===== src/hdl/umds_pkg.sv =====
// Shared types and constants of the USB MIDI descriptor scanner.
package umds_pkg;

  // Configuration register indexes.
  localparam logic [7:0] REG_MATCH_CLASS    = 8'd0;
  localparam logic [7:0] REG_MATCH_SUBCLASS = 8'd1;

  // Register values after reset: audio class, MIDI streaming subclass.
  localparam logic [7:0] MATCH_CLASS_RST    = 8'h01;
  localparam logic [7:0] MATCH_SUBCLASS_RST = 8'h03;

  // Descriptor type codes and field values.
  localparam logic [7:0] DESC_TYPE_INTERFACE   = 8'h04;
  localparam logic [7:0] DESC_TYPE_ENDPOINT    = 8'h05;
  localparam logic [7:0] DESC_TYPE_CS_ENDPOINT = 8'h25;
  localparam logic [7:0] CS_SUBTYPE_GENERAL    = 8'h01;
  localparam logic [1:0] XFER_TYPE_BULK        = 2'b10;
  localparam int unsigned EP_DIR_IN_BIT        = 7;

  // Shortest descriptor that can match in each search mode.
  localparam logic [7:0] MIN_LEN_INTERFACE   = 8'd7;
  localparam logic [7:0] MIN_LEN_ENDPOINT    = 8'd6;
  localparam logic [7:0] MIN_LEN_CS_ENDPOINT = 8'd3;
  localparam logic [7:0] MIN_LEN_TYPED       = 8'd2;

  // Header byte offsets.
  localparam logic [15:0] OFS_TOTAL_LO   = 16'd2;
  localparam logic [15:0] OFS_TOTAL_HI   = 16'd3;
  localparam logic [15:0] OFS_CONFIG_VAL = 16'd5;
  localparam logic [15:0] OFS_HEADER_END = 16'd4;
  localparam logic [15:0] OFS_MAX        = 16'hFFFF;

  // Number of captured bytes after the length byte.
  localparam int unsigned CAPTURE_DEPTH = 6;

  typedef enum logic [1:0] {
    ST_SEARCHING = 2'd0,
    ST_FOUND     = 2'd1,
    ST_NO_MATCH  = 2'd2,
    ST_MALFORMED = 2'd3
  } status_e;

  typedef enum logic [1:0] {
    MODE_FIND_IF   = 2'd0,
    MODE_FIND_EP   = 2'd1,
    MODE_CHECK_CS  = 2'd2,
    MODE_FOUND     = 2'd3
  } mode_e;

  // Scan state carried from one byte to the next.
  typedef struct packed {
    mode_e                            mode;
    logic [15:0]                      offset;
    logic [15:0]                      total;
    logic [7:0]                       pos;
    logic [7:0]                       dlen;
    logic [CAPTURE_DEPTH-1:0][7:0]    cap;
    logic [3:0]                       ep;
    logic [15:0]                      mps;
    logic [7:0]                       cfg_val;
    status_e                          status;
  } scan_state_t;

  // One result item.
  typedef struct packed {
    status_e     status;
    logic [3:0]  ep;
    logic [15:0] mps;
    logic [7:0]  cfg_val;
  } result_t;

endpackage


===== src/hdl/umds_walk.sv =====
// Next-state logic of the descriptor walk for one accepted byte.
module umds_walk import umds_pkg::*; (
  input  scan_state_t state_i,
  input  logic [7:0]  data_byte_i,
  input  logic        first_byte_i,
  input  logic [7:0]  match_class_i,
  input  logic [7:0]  match_subclass_i,
  output scan_state_t state_o,
  output result_t     result_o
);

  always_comb begin
    scan_state_t s;
    scan_state_t n;
    logic        ended;
    logic [2:0]  idx;
    logic        has_type;

    // A restart mark clears the scan before the byte is taken.
    s = first_byte_i ? '0 : state_i;
    n = s;
    idx = s.pos[2:0] - 3'd1;
    has_type = 1'b0;
    ended = (s.status == ST_NO_MATCH) || (s.status == ST_MALFORMED) ||
            ((s.offset >= OFS_HEADER_END) && (s.offset >= s.total));

    if (!ended) begin
      // Header fields.
      case (s.offset)
        OFS_TOTAL_LO:   n.total[7:0]  = data_byte_i;
        OFS_TOTAL_HI:   n.total[15:8] = data_byte_i;
        OFS_CONFIG_VAL: n.cfg_val     = data_byte_i;
        default:        ;
      endcase

      // Walk the descriptor by its length byte.
      if ((s.pos == 8'd0) && (data_byte_i == 8'd0)) begin
        n.status = ST_MALFORMED;
      end else begin
        if (s.pos == 8'd0) begin
          n.dlen = data_byte_i;
          n.cap  = '0;
        end else if (s.pos <= 8'(CAPTURE_DEPTH)) begin
          n.cap[idx] = data_byte_i;
        end

        if (({1'b0, s.pos} + 9'd1) >= {1'b0, n.dlen}) begin
          // Last byte of the descriptor: decide on it.
          has_type = n.dlen >= MIN_LEN_TYPED;
          unique case (s.mode)
            MODE_FIND_IF: begin
              if (has_type && n.cap[0] == DESC_TYPE_INTERFACE &&
                  n.dlen >= MIN_LEN_INTERFACE && n.cap[4] == match_class_i &&
                  n.cap[5] == match_subclass_i) begin
                n.mode = MODE_FIND_EP;
              end
            end
            MODE_FIND_EP: begin
              if (has_type && n.cap[0] == DESC_TYPE_ENDPOINT &&
                  n.dlen >= MIN_LEN_ENDPOINT && n.cap[1][EP_DIR_IN_BIT] &&
                  n.cap[2][3:0] == {2'b00, XFER_TYPE_BULK}) begin
                n.ep   = n.cap[1][3:0];
                n.mps  = {n.cap[4], n.cap[3]};
                n.mode = MODE_CHECK_CS;
              end
            end
            MODE_CHECK_CS: begin
              if (has_type && n.cap[0] == DESC_TYPE_CS_ENDPOINT &&
                  n.dlen >= MIN_LEN_CS_ENDPOINT && n.cap[1] == CS_SUBTYPE_GENERAL) begin
                n.mode   = MODE_FOUND;
                n.status = ST_FOUND;
              end else begin
                n.mode = MODE_FIND_EP;
              end
            end
            default: ;
          endcase
          n.pos = 8'd0;
        end else begin
          n.pos = s.pos + 8'd1;
        end
      end

      // Saturating byte offset.
      if (s.offset != OFS_MAX) begin
        n.offset = s.offset + 16'd1;
      end

      // End of the descriptor set.
      if (n.status != ST_NO_MATCH && n.status != ST_MALFORMED &&
          n.offset >= OFS_HEADER_END && n.offset >= n.total) begin
        n.status = (n.mode == MODE_FOUND) ? ST_FOUND : ST_NO_MATCH;
      end
    end

    state_o = n;
    result_o.status  = n.status;
    result_o.ep      = (n.status == ST_FOUND) ? n.ep  : 4'd0;
    result_o.mps     = (n.status == ST_FOUND) ? n.mps : 16'd0;
    result_o.cfg_val = n.cfg_val;
  end

endmodule


===== src/hdl/umds_out_stage.sv =====
// Result register with valid and ready towards the receiver.
module umds_out_stage import umds_pkg::*; (
  input  logic    clk_i,
  input  logic    rst_ni,
  input  logic    load_i,
  input  result_t result_i,
  input  logic    out_ready_i,
  output logic    out_valid_o,
  output logic    free_o,
  output result_t result_o
);

  logic    valid_q, valid_d;
  result_t data_q;

  // The stage can take a new result when empty or when its result leaves now.
  assign free_o  = !valid_q || out_ready_i;
  assign valid_d = load_i ? 1'b1 : (valid_q && !out_ready_i);

  always_ff @(posedge clk_i or negedge rst_ni) begin
    if (!rst_ni) begin
      valid_q <= 1'b0;
    end else begin
      valid_q <= valid_d;
    end
  end

  // Payload needs no reset.
  always_ff @(posedge clk_i) begin
    if (load_i) begin
      data_q <= result_i;
    end
  end

  assign out_valid_o = valid_q;
  assign result_o    = data_q;

endmodule


===== src/hdl/usb_midi_descriptor_scanner_top.sv =====
// Top level of the USB MIDI descriptor scanner.
//
// The block takes a configuration descriptor set one byte per input
// transaction (data_byte_i, with first_byte_i marking byte zero of a new
// set) and returns one result transaction per byte: scan status, endpoint
// number and max packet size of the chosen bulk IN endpoint, and the
// configuration value from the header.
// The result of a byte accepted at one edge is valid after that edge.
// The block takes one byte per cycle while the result register can take a
// new result; the walk, the decision and the end check are one short step
// between the scan state registers and the result register.
// The receiver may stall: in_ready_o stays high while the result register
// is empty or its result is taken in the same cycle, and drops otherwise.
// Configuration writes (index 0 match class, index 1 match subclass) are
// always taken; other indexes are ignored.
// Reset clears the scan state, empties the result register and sets the
// match registers to audio class, MIDI streaming subclass.
module usb_midi_descriptor_scanner_top import umds_pkg::*; (
  input  logic        clk_i,
  input  logic        rst_ni,
  input  logic        in_valid_i,
  output logic        in_ready_o,
  input  logic [7:0]  data_byte_i,
  input  logic        first_byte_i,
  output logic        out_valid_o,
  input  logic        out_ready_i,
  output logic [1:0]  scan_status_o,
  output logic [3:0]  endpoint_number_o,
  output logic [15:0] max_packet_size_o,
  output logic [7:0]  config_value_o,
  input  logic        cfg_valid_i,
  output logic        cfg_ready_o,
  input  logic [7:0]  cfg_index_i,
  input  logic [7:0]  cfg_data_i
);

  scan_state_t state_q, state_d;
  logic [7:0]  match_class_q, match_subclass_q;
  logic        accept;
  logic        free;
  result_t     result_d, result_q;

  assign cfg_ready_o = 1'b1;
  assign in_ready_o  = free;
  assign accept      = in_valid_i && free;

  // Configuration registers.
  always_ff @(posedge clk_i or negedge rst_ni) begin
    if (!rst_ni) begin
      match_class_q    <= MATCH_CLASS_RST;
      match_subclass_q <= MATCH_SUBCLASS_RST;
    end else if (cfg_valid_i) begin
      unique case (cfg_index_i)
        REG_MATCH_CLASS:    match_class_q    <= cfg_data_i;
        REG_MATCH_SUBCLASS: match_subclass_q <= cfg_data_i;
        default: ;
      endcase
    end
  end

  // Next scan state for the byte on the input.
  umds_walk u_walk (
    .state_i          (state_q),
    .data_byte_i      (data_byte_i),
    .first_byte_i     (first_byte_i),
    .match_class_i    (match_class_q),
    .match_subclass_i (match_subclass_q),
    .state_o          (state_d),
    .result_o         (result_d)
  );

  // Scan state registers, updated on each accepted transaction.
  always_ff @(posedge clk_i or negedge rst_ni) begin
    if (!rst_ni) begin
      state_q <= '0;
    end else if (accept) begin
      state_q <= state_d;
    end
  end

  umds_out_stage u_out (
    .clk_i       (clk_i),
    .rst_ni      (rst_ni),
    .load_i      (accept),
    .result_i    (result_d),
    .out_ready_i (out_ready_i),
    .out_valid_o (out_valid_o),
    .free_o      (free),
    .result_o    (result_q)
  );

  assign scan_status_o     = result_q.status;
  assign endpoint_number_o = result_q.ep;
  assign max_packet_size_o = result_q.mps;
  assign config_value_o    = result_q.cfg_val;

endmodule


===== config.mk =====
export PLATFORM = sky130hd
export DESIGN_NAME = usb_midi_descriptor_scanner_top
export DESIGN_NICKNAME = d
export VERILOG_FILES = /design/src/hdl/umds_pkg.sv /design/src/hdl/umds_walk.sv /design/src/hdl/umds_out_stage.sv /design/src/hdl/usb_midi_descriptor_scanner_top.sv
export SDC_FILE = /design/constraint.sdc
export NUM_CORES = 1
export LEC_CHECK = 0
export BUFFER_PORTS_ARGS = -buffer_cell sky130_fd_sc_hd__buf_2
export CAP_MARGIN = 10
export CORE_UTILIZATION = 50
export CTS_CLUSTER_SIZE = 8
export DETAILED_ROUTE_END_ITERATION = 8
export PLACE_DENSITY = 0.7
export REMOVE_ABC_BUFFERS = 1
export SYNTH_ARGS = -nofsm -noshare
export SYNTH_HDL_FRONTEND = slang
export SYNTH_SLANG_ARGS = --single-unit

===== constraint.sdc =====
create_clock -name clk_i -period 4.2 [get_ports clk_i]
set_clock_uncertainty 0.1 [all_clocks]
set_input_delay 0.84 -clock clk_i [delete_from_list [all_inputs] [get_ports clk_i]]
set_output_delay 0.84 -clock clk_i [all_outputs]
set_load 0.01 [all_outputs]

==> impl_metrics.toml, run 1 <==
[run_status]
outcome = "finished clean"

[clocking]
clockBufferDepth = 2
cts_tree = "done"
clk_pin_slew_worst_paths_ps = 80
cts.htree.levels = 4
cts_buffers = 17
root_buffer = "clkbuf_16"
clock_sinks = 171
clk_latency_ps = 440
cts_hold_buf = 0

[synth]
synth-seq-cells = 171
synth_edf_count = 30
synth_compound_area_share_pct = 22.2
synth_area_sq_um = 10600
synth_top_family_by_area = "compound AO/OA/AOI/OAI gates"
synth_fa_ha_area_share_pct = 5.33
synth-simple-area-share_pct = 20.0
post_synth_xor_area_fraction_pct = 2.07
synth.most_common_cell = "nand2_1"
yosysWarnings = 0
ys_seq_area_share_pct = 41.9
async_flop_share_pct = 82.5
ys_types = 88
avgSynthCellArea_sq_um = 9.29
synth_flop_cell = "dfrtp_1"
yosysTopAreaCell = "dfrtp_1"
yosys.area.top_type_share_pct = 32.7
synthCells = 1138
synth.top_cells.by_count = "150 x nand2_1, 138 x dfrtp_1, 93 x nor2_1"
synth_mux_area_share_pct = 3.75
yosys-top-cells-area = "dfrtp_1 33%, edfxtp_1 8.5%, ha_1 5.3%, nand2_1 5.3%, a22o_1 4.6%"

[detailed_routing]
drt_first_iter_violations = 1075
ant_nets = 0
routed_wl_mm = 33.2
firstDrtPassIters = 5
num_vias = 10100
drc = 0
wl_per_cell_microns = 20.4
viasPerCell = 6.23

[place]
preCtsSetupSlack_ps = -427
dpl.hpwl_mm = 23.3
port_buffers = 61
dp_cells = 1586
place.gp.congestion = 0.966
place_area_sq_um = 12500

[global_route]
antenna_found_initial = 0
grt_pass1_vias = 9626
grt_pass1_wl_mm = 51.6
grt_max_degree = 95
grt_use_total_pct = 30.5
grt.overflow.total = 0

[hold_path]
hold-path-endpoint = "state_q[57]"
whs_path_depth = 2
worstHoldStart = "state_q[57]"
min_path_type = "register to register"

[setup_path]
endpoint_kind = "register"
crit_cells = 20
cp-start-kind = "input pin"
worstPathRequired_ps = 4290
rr_worst_depth = 17
timing.rr.start = "state_q[122]"
crit_family = "compound AO/OA/AOI/OAI gates"
crit_buf_inv = 6
crit_path_top_delay_cell = "or4_4"
arrival_ps = 4200
r2r_setup_slack_ps = 90
critPathKind = "input pin to register"
r2r_end = "u_out.result_o[27]"
cp_cell_sequence = "buf_2, inv_4, nand2_1, inv_1, ha_4, inv_1, or4_4, nand2_2, nand2_1, o21ai_0, ha_4, a2111oi_4, o21ai_2, o2111ai_2, a31oi_2, o31a_1, o41ai_4, buf_6, clkbuf_16, nor3_1"
crit_fanout = 6
slowest_delay_ps = 560

[floorplanning]
io_pins = 63
die_h_microns = 147
coreArea_sq_um = 20500
start_util_pct = 51.6
die_area_sq_um = 21700
std_cell_rows = 52
die_w_microns = 147

[cells_and_area]
drive_above_1_share_pct = 29.1
antenna-diode-count = 0
nFillCells = 1622
nets = 1417
instances_no_fill = 1625
areaGrowthSynthToFinish_pct = 28.5
stdcell_area_sq_um = 13600

[sta]
fmax_mhz = 243
hold_ws_ps = 377
min_period_ps = 4110
setup_slack_ps = 85.4
slew_viol_final = 0
worstMarginPinSlew_ps = 898
fin_crit_sh_pct = 98.0
slew_headroom_pct = 40.2
setup-violations-final = 0
hold_viol_final = 0

[run]
drv_cap = 0

[pwr]
vdd_ir_drop_max_mv = 0.297
total_power_mw = 5.65
pwr_density_cell_nw_per_um2 = 416
leakage_nw = 6.13
==> logic make-up (layout without fill, tap and decap cells) <==
family          after synthesis  in the layout
compound gates              324            324
simple gates                419            419
xor+xnor                     25             25
fa+ha+maj                    45             45
mux                          37             37
other cells                   1              1
flops                       171            171
buf+inv                     116            333
==> registers in the layout, summed over array words and instances (netlist names) <==
signal             count
match_subclass_q       8
match_class_q          8
u_out.out_valid_o      1
u_out.result_o        30
state_q              124
==> routing by layer <==
metal | vias to the layer above | routed length, microns | GRT usage, %
met5 | - | 0 | 0
li1 | 4624 | - | -
met1 | 4854 | 14400 | 44.0
met3 | 73 | 3130 | 5.74
met2 | 566 | 14700 | 45.6
met4 | 0 | 965 | 11.4
==> report_power, final <==
part | internal (mW) | switching [mW] | total [mW] | leakage (nW)
Sequential | 1.85 | 0.139 | 1.99 | 2.17
Clock | 0.863 | 0.789 | 1.65 | 0.299
Combinational | 0.879 | 1.13 | 2.01 | 3.66
Total | 3.59 | 2.06 | 5.65 | 6.13
==> cell type report <==
class | instances | area (sq um) | area share (%)
Multi-Input combinational cell | 851 | 6010 | 44.2
Sequential cell | 171 | 4430 | 32.7
Timing Repair Buffer | 263 | 2030 | 15.0
Clock buffer | 17 | 425 | 3.13
Tap cell | 270 | 338 | 2.49
Clock inverter | 15 | 196 | 1.45
Inverter | 38 | 145 | 1.07
==> worst max path at each step <==
| stage | startpoint | endpoint | slack [ps] |
|---|---|---|---|
| floorplan | first_byte_i | state_q[42] | -4680 |
| global placement | state_q[125] | u_out.result_o[15] | -350 |
| detailed placement | first_byte_i | u_out.result_o[14] | -430 |
| CTS | first_byte_i | u_out.result_o[24] | 10 |
| global route | state_q[122] | u_out.result_o[27] | -40 |
| finish | first_byte_i | u_out.result_o[27] | 90 |
==> what timing repair did <==
action / in CTS / in global routing
cloned: 0 / 3
buffers inserted: 1 / 3
pin swaps: 1 / 17
endpoints found under the setup margin: 23 / 44
gates resized for setup: 2 / 71
==> cell usage in the layout, fill, tap and decap left out, types with 13 or more instances in the layout <==
cell type and count:
a22oi_1 25, dfrtp_1 138, mux2_2 21, ha_1 38
nor2_1 87, a22o_1 55, o21ai_0 43, nand3_1 16
nand2_1 147, nand4_1 13, mux2i_1 16, buf_2 60
nor3b_1 15, a31oi_1 20, xnor2_1 16, clkbuf_16 19
a21oi_1 49, edfxtp_1 30, nor3_1 29, buf_4 182
inv_1 34, nor2b_1 22
==> stage by stage <==
| step | TNS, ps | utilization, % |
|---|---|---|
| final | 0 | 66.2 |
| after global routing | -546 | 66.2 |
| after CTS | 0 | 64.1 |
| after detailed placement | -21840 | 61.0 |
| after global placement | -18070 | 61.0 |
| after floorplan | -405930 | - |
==> worst register-to-register path: stages (launching register included) <==
cell,delay [ps]
dfrtp_1,400
nor4_2,260
buf_4,150
nand4_1,210
o21ai_2,300
buf_6,170
nand2_8,80
buf_6,130
a31oi_4,210
ha_4,250
a2111oi_0,400
or3_1,190
a31oi_2,100
o31a_1,150
o41ai_4,360
buf_6,200
clkbuf_16,170
nor3_1,50
No activity file was read; power rests on OpenSTA's default activity.
==> inputs of run 2 (changes only) <==
--- a/config.mk
+++ b/config.mk
@@ -11,7 +11,10 @@
 export CTS_CLUSTER_SIZE = 8
 export DETAILED_ROUTE_END_ITERATION = 8
 export PLACE_DENSITY = 0.7
+export RECOVER_POWER = 100
 export REMOVE_ABC_BUFFERS = 1
+export SKIP_CTS_REPAIR_TIMING = 1
 export SYNTH_ARGS = -nofsm -noshare
 export SYNTH_HDL_FRONTEND = slang
+export SYNTH_HIERARCHICAL = 1
 export SYNTH_SLANG_ARGS = --single-unit
==> run 2 against run 1 <==
  * The flow now finishes with violations (capacitance limit, slew limit, setup timing)
  * Via count rose by 3.8%
  * Maximum frequency down 2.6%
  * Power is 17% higher
  * Combinational power increased by 47%
  * Area after synthesis increased by 15%
  * Count of clock-buffer cells in the layout unchanged
  * Clock power decreased by 2%
  * Critical path type unchanged
==> impl_metrics.toml, run 2 <==
[pwr]
total_power_mw = 6.63
seq_power_share_pct = 31.3
p_sw_mw = 2.60
intPower_mw = 4.03
pwr_density_cell_nw_per_um2 = 455
leakage_nw = 6.63
switching_share_pct = 39.2
power_frac_comb_pct = 44.5
vdd_ir_drop_max_mv = 0.249
p_clk_share_pct = 24.3

[place]
dp_cells = 1719
place.gp.congestion = 0.953
preCtsSetupSlack_ps = -692
place_area_sq_um = 13800
port_buffers = 61
dpl.hpwl_mm = 24.5

[global_route]
grt_pass1_wl_mm = 54.3
grt.overflow.total = 0
grt_max_degree = 91
antenna_found_initial = 0
grt_pass1_vias = 10300
grt_use_total_pct = 28.3

[cells_and_area]
utilization_pct = 61.7
final_cell_mix = "174 x buf_4, 148 x mux2_2, 138 x dfrtp_1"
areaGrowthSynthToFinish_pct = 20.3
largest_reg_flops = 124
regMostFlops = "state_q"
antenna-diode-count = 0
nFillCells = 2042
instances_no_fill = 1763
stdcell_area_sq_um = 14600
final_common_cell = "buf_4"
drive_above_1_share_pct = 31.6
nets = 1506

[detailed_routing]
routed_wl_mm = 34.6
ant_nets = 0
wl_per_cell_microns = 19.6
drt_first_iter_violations = 965
firstDrtPassIters = 5
num_vias = 10500
drc = 0
viasPerCell = 5.96

[floorplanning]
io_pins = 63
die_w_microns = 158
start_util_pct = 51.3
die_h_microns = 158
std_cell_rows = 56
die_area_sq_um = 24900
coreArea_sq_um = 23600

[sta]
setup_slack_ps = -23.8
finalSetupTns_ps = -194
fmax_mhz = 237
hold_viol_final = 0
rsz0062_at_grt = "yes"
hold_ws_ps = 402
setup-violations-final = 19
worstMarginPinSlew_ps = 2820
fin_crit_sh_pct = 101
slew_viol_final = 144
min_period_ps = 4220
slew_headroom_pct = -87.7

[clocking]
clockBufferDepth = 2
cts_buffers = 17
clock_sinks = 171
root_buffer = "clkbuf_16"
cts.htree.levels = 4
cts_tree = "done"
clk_pin_slew_worst_paths_ps = 80
clk_latency_ps = 440

[setup_path]
crit_buf_inv = 5
worstSetupEndpoint = "u_out/result_o[23]"
rr_worst_depth = 14
arrival_ps = 4320
crit_start = "first_byte_i"
endpoint_kind = "register"
crit_fanout = 5
crit_cells = 21
r2r_setup_slack_ps = 100
cp-start-kind = "input pin"
crit_path_top_delay_cell = "or4_4"
r2r_end = "u_out/result_o[23]"
timing.rr.start = "state_q[92]"
critPathKind = "input pin to register"
crit_family = "compound AO/OA/AOI/OAI gates"
cp_cell_sequence = "buf_12, inv_8, nand2_4, inv_4, ha_4, nand4_1, or4_4, o21ai_4, nor2_2, xor2_1, ha_1, nand4_1, a211oi_2, a221oi_1, o21ai_1, a41o_1, o31ai_4, a221oi_4, buf_6, clkbuf_16, nor3b_2"
worstPathRequired_ps = 4300
cp_common_cell = "nand4_1"
slowest_delay_ps = 580

[synth]
yosysWarnings = 6
avgSynthCellArea_sq_um = 9.56
synth_area_sq_um = 12100
synthCells = 1267

[run_status]
violations = "capacitance limit, slew limit, setup timing"
outcome = "finished, violations left"

[hold_path]
min_path_type = "register to register"

[run]
drv_cap = 2
==> run 2: cell count changes in the layout (fill, tap and decap cells not counted), sizes merged, moves of 22 or more <==
| cell | delta |
|---|---|
| a31oi | -22 |
| nand3 | +24 |
| nand2 | -40 |
| nor2b | +34 |
| a22o | -39 |
| mux2 | +135 |
| buf | -48 |
| o21ai | +35 |
| clkbuf | +34 |
==> run 2: layer usage <==
metal	up-vias	GRT usage (%)	wire length, microns
li1	4905	-	-
met1	5084	35.7	14500
met2	415	47.5	16400
met3	100	5.45	2370
met4	0	11.8	1330
met5	-	0	0
==> run 2: power by group through the flow <==
stage	combinational [mW]	clock, mW	sequential, mW
after floorplan	1.57	0	2.10
after global placement	2.68	0	2.08
after detailed placement	2.74	0	2.09
after CTS	2.76	1.64	2.06
after global routing	3.19	1.70	2.10
final	2.95	1.61	2.07
==> run 2: worst min path at each step <==
stage                       from  cells past startpoint      endpoint  slack [ps]
floorplan            state_q[94]                      1   state_q[94]         370
global placement     state_q[99]                      1   state_q[99]         380
detailed placement   state_q[96]                      1   state_q[96]         390
CTS                  state_q[96]                      1   state_q[96]         400
global route         state_q[22]                      1   state_q[22]         410
finish              state_q[105]                      1  state_q[105]         400
==> run 2: cell type report <==
cell class                      instances  area, sq um  area share [%]
Clock buffer                           17          425            2.92
Timing Repair Buffer                  249         1830            12.5
Tap cell                              319          399            2.74
Inverter                               44          178            1.22
Multi-Input combinational cell        948         7130            48.9
Clock inverter                         15          175            1.20
Sequential cell                       171         4430            30.4
==> inputs of run 3 (changes only) <==
--- a/config.mk
+++ b/config.mk
@@ -16,5 +16,4 @@
 export SKIP_CTS_REPAIR_TIMING = 1
 export SYNTH_ARGS = -nofsm -noshare
 export SYNTH_HDL_FRONTEND = slang
-export SYNTH_HIERARCHICAL = 1
 export SYNTH_SLANG_ARGS = --single-unit
==> run 3 against run 2 <==
  * The flow finishes with violations (capacitance limit, slew limit)
  * Utilization up 4.2 points
  * First-iteration DRC count up 6.9%
  * Register-to-register slack about the same
  * Sequential share of layout area rose by 2.4 points
  * Sequential cell count unchanged
  * Via count is 3.2% lower
  * Critical endpoint is now u_out.result_o[26]
==> impl_metrics.toml, run 3 (synthesized netlist as in run 1, its figures left out) <==
[setup_path]
rr_worst_depth = 17
slowest_delay_ps = 380
crit_path_top_delay_cell = "or3_1"
arrival_ps = 4220
crit_buf_inv = 8
crit_fanout = 15
worstPathRequired_ps = 4290
endpoint_kind = "register"
cp-start-kind = "input pin"
cp_common_cell = "buf_4"
r2r_end = "u_out.result_o[27]"
critPathKind = "input pin to register"
timing.rr.start = "state_q[122]"
cp_cell_sequence = "buf_2, buf_12, buf_4, nor2b_1, buf_4, and3_1, buf_4, nand4_1, xnor2_1, ha_1, nand3_2, or3_1, a31oi_1, buf_4, o311ai_4, o221ai_2, buf_6, clkbuf_16, nor3_1"
r2r_setup_slack_ps = 110
crit_family = "buffers and inverters"

[floorplanning]
die_area_sq_um = 21700
std_cell_rows = 52
start_util_pct = 51.6
die_h_microns = 147
io_pins = 63
die_w_microns = 147
coreArea_sq_um = 20500

[clocking]
clk_latency_ps = 440
cts_tree = "done"
root_buffer = "clkbuf_16"
clockBufferDepth = 2
clk_pin_slew_worst_paths_ps = 70
cts_buffers = 17
clock_sinks = 171
cts.htree.levels = 4

[run_status]
violations = "capacitance limit, slew limit"
outcome = "finished, violations left"

[cells_and_area]
final_common_cell = "buf_4"
areaGrowthSynthToFinish_pct = 27.7
antenna-diode-count = 0
final_cell_mix = "176 x buf_4, 147 x nand2_1, 138 x dfrtp_1"
drive_above_1_share_pct = 26.2
largest_reg_flops = 124
regMostFlops = "state_q"
nets = 1422

[sta]
hold_ws_ps = 385
fin_crit_sh_pct = 98.4
setup-violations-final = 0
hold_viol_final = 0
setup_slack_ps = 66.8
slew_viol_final = 95
fmax_mhz = 242
worstMarginPinSlew_ps = 2440
slew_headroom_pct = -63.0
min_period_ps = 4130

[detailed_routing]
drt_first_iter_violations = 1032
drc = 0
num_vias = 10200
firstDrtPassIters = 5
wl_per_cell_microns = 20.6
ant_nets = 0
routed_wl_mm = 33.6
viasPerCell = 6.24

[global_route]
grt_max_degree = 95
antenna_found_initial = 0
grt_pass1_vias = 9586
grt_use_total_pct = 30.5
grt.overflow.total = 0
grt_pass1_wl_mm = 51.6

[pwr]
leakage_nw = 6.02
pwr_density_cell_nw_per_um2 = 420
vdd_ir_drop_max_mv = 0.298

[place]
dpl.hpwl_mm = 23.3
port_buffers = 61
preCtsSetupSlack_ps = -427
place.gp.congestion = 0.966

[run]
drv_cap = 1

[hold_path]
min_path_type = "register to register"
whs_path_depth = 2
hold-path-endpoint = "state_q[94]"
worstHoldStart = "state_q[94]"
==> run 3: cell count changes in the layout (fill, tap and decap cells not counted), moves of 14 or more <==
cell / previous run / this run
o21ai_0: 80 / 43
a22oi_1: 11 / 25
a31oi_1: 6 / 23
nor3b_2: 21 / 1
nand2_1: 108 / 147
xor2_1: 21 / 7
a22o_1: 16 / 55
nor3b_1: 1 / 15
nor2b_1: 57 / 22
nor2_1: 71 / 86
mux2_2: 148 / 21
nand3_1: 42 / 16
==> run 3: worst max-delay path by stage <==
stage | start | endpoint | slack, ps | cells past startpoint
2_1_floorplan | first_byte_i | state_q[42] | -4680 | 12
3_3_place_gp | state_q[125] | u_out.result_o[15] | -350 | 17
3_5_place_dp | first_byte_i | u_out.result_o[14] | -430 | 19
4_1_cts | state_q[125] | u_out.result_o[24] | -330 | 17
5_1_grt | state_q[122] | u_out.result_o[26] | -70 | 18
6_report | first_byte_i | u_out.result_o[26] | 70 | 19
==> run 3: through the flow <==
stage	instance area [sq um]	setup TNS [ps]	power, mW	instances	util [%]
3_5_place_dp	12500	-21840	3.82	1586	61.0
2_1_floorplan	10200	-405930	2.97	1060	-
3_3_place_gp	12500	-18070	3.78	1586	61.0
4_1_cts	13100	-6940	5.47	1618	64.0
5_1_grt	13500	-1030	5.91	1630	65.9
6_report	13500	0	5.66	1630	65.9
==> run 3: power breakdown <==
part / switching [mW] / internal [mW] / total [mW] / leakage, nW
registers: 0.141 / 1.85 / 1.99 / 2.17
logic: 1.13 / 0.877 / 2.01 / 3.55
clock network: 0.794 / 0.863 / 1.66 / 0.299
==> run 3: cell type report <==
class                      instances  area [sq um]
tap                              270           338
sequential                       171          4430
timing repair buffer             268          2000
inverter                          38           145
multi-input combinational        851          5960
clock inverter                    15           196
clock buffer                      17           425
fill                            1658          7000
==> run 3: worst min-delay path: stages (launching register included) <==
cell	delay (ps)
dfrtp_1	340
nand2_1	50
nand2_1	60
==> run 3: routing by layer <==
layer,vias up,routed length (microns),global-route usage (%)
met2,570,15000,45.5
met1,4879,14500,44.0
met3,92,3040,5.62
met5,-,0,0.682
met4,0,1130,11.5
li1,4631,-,-
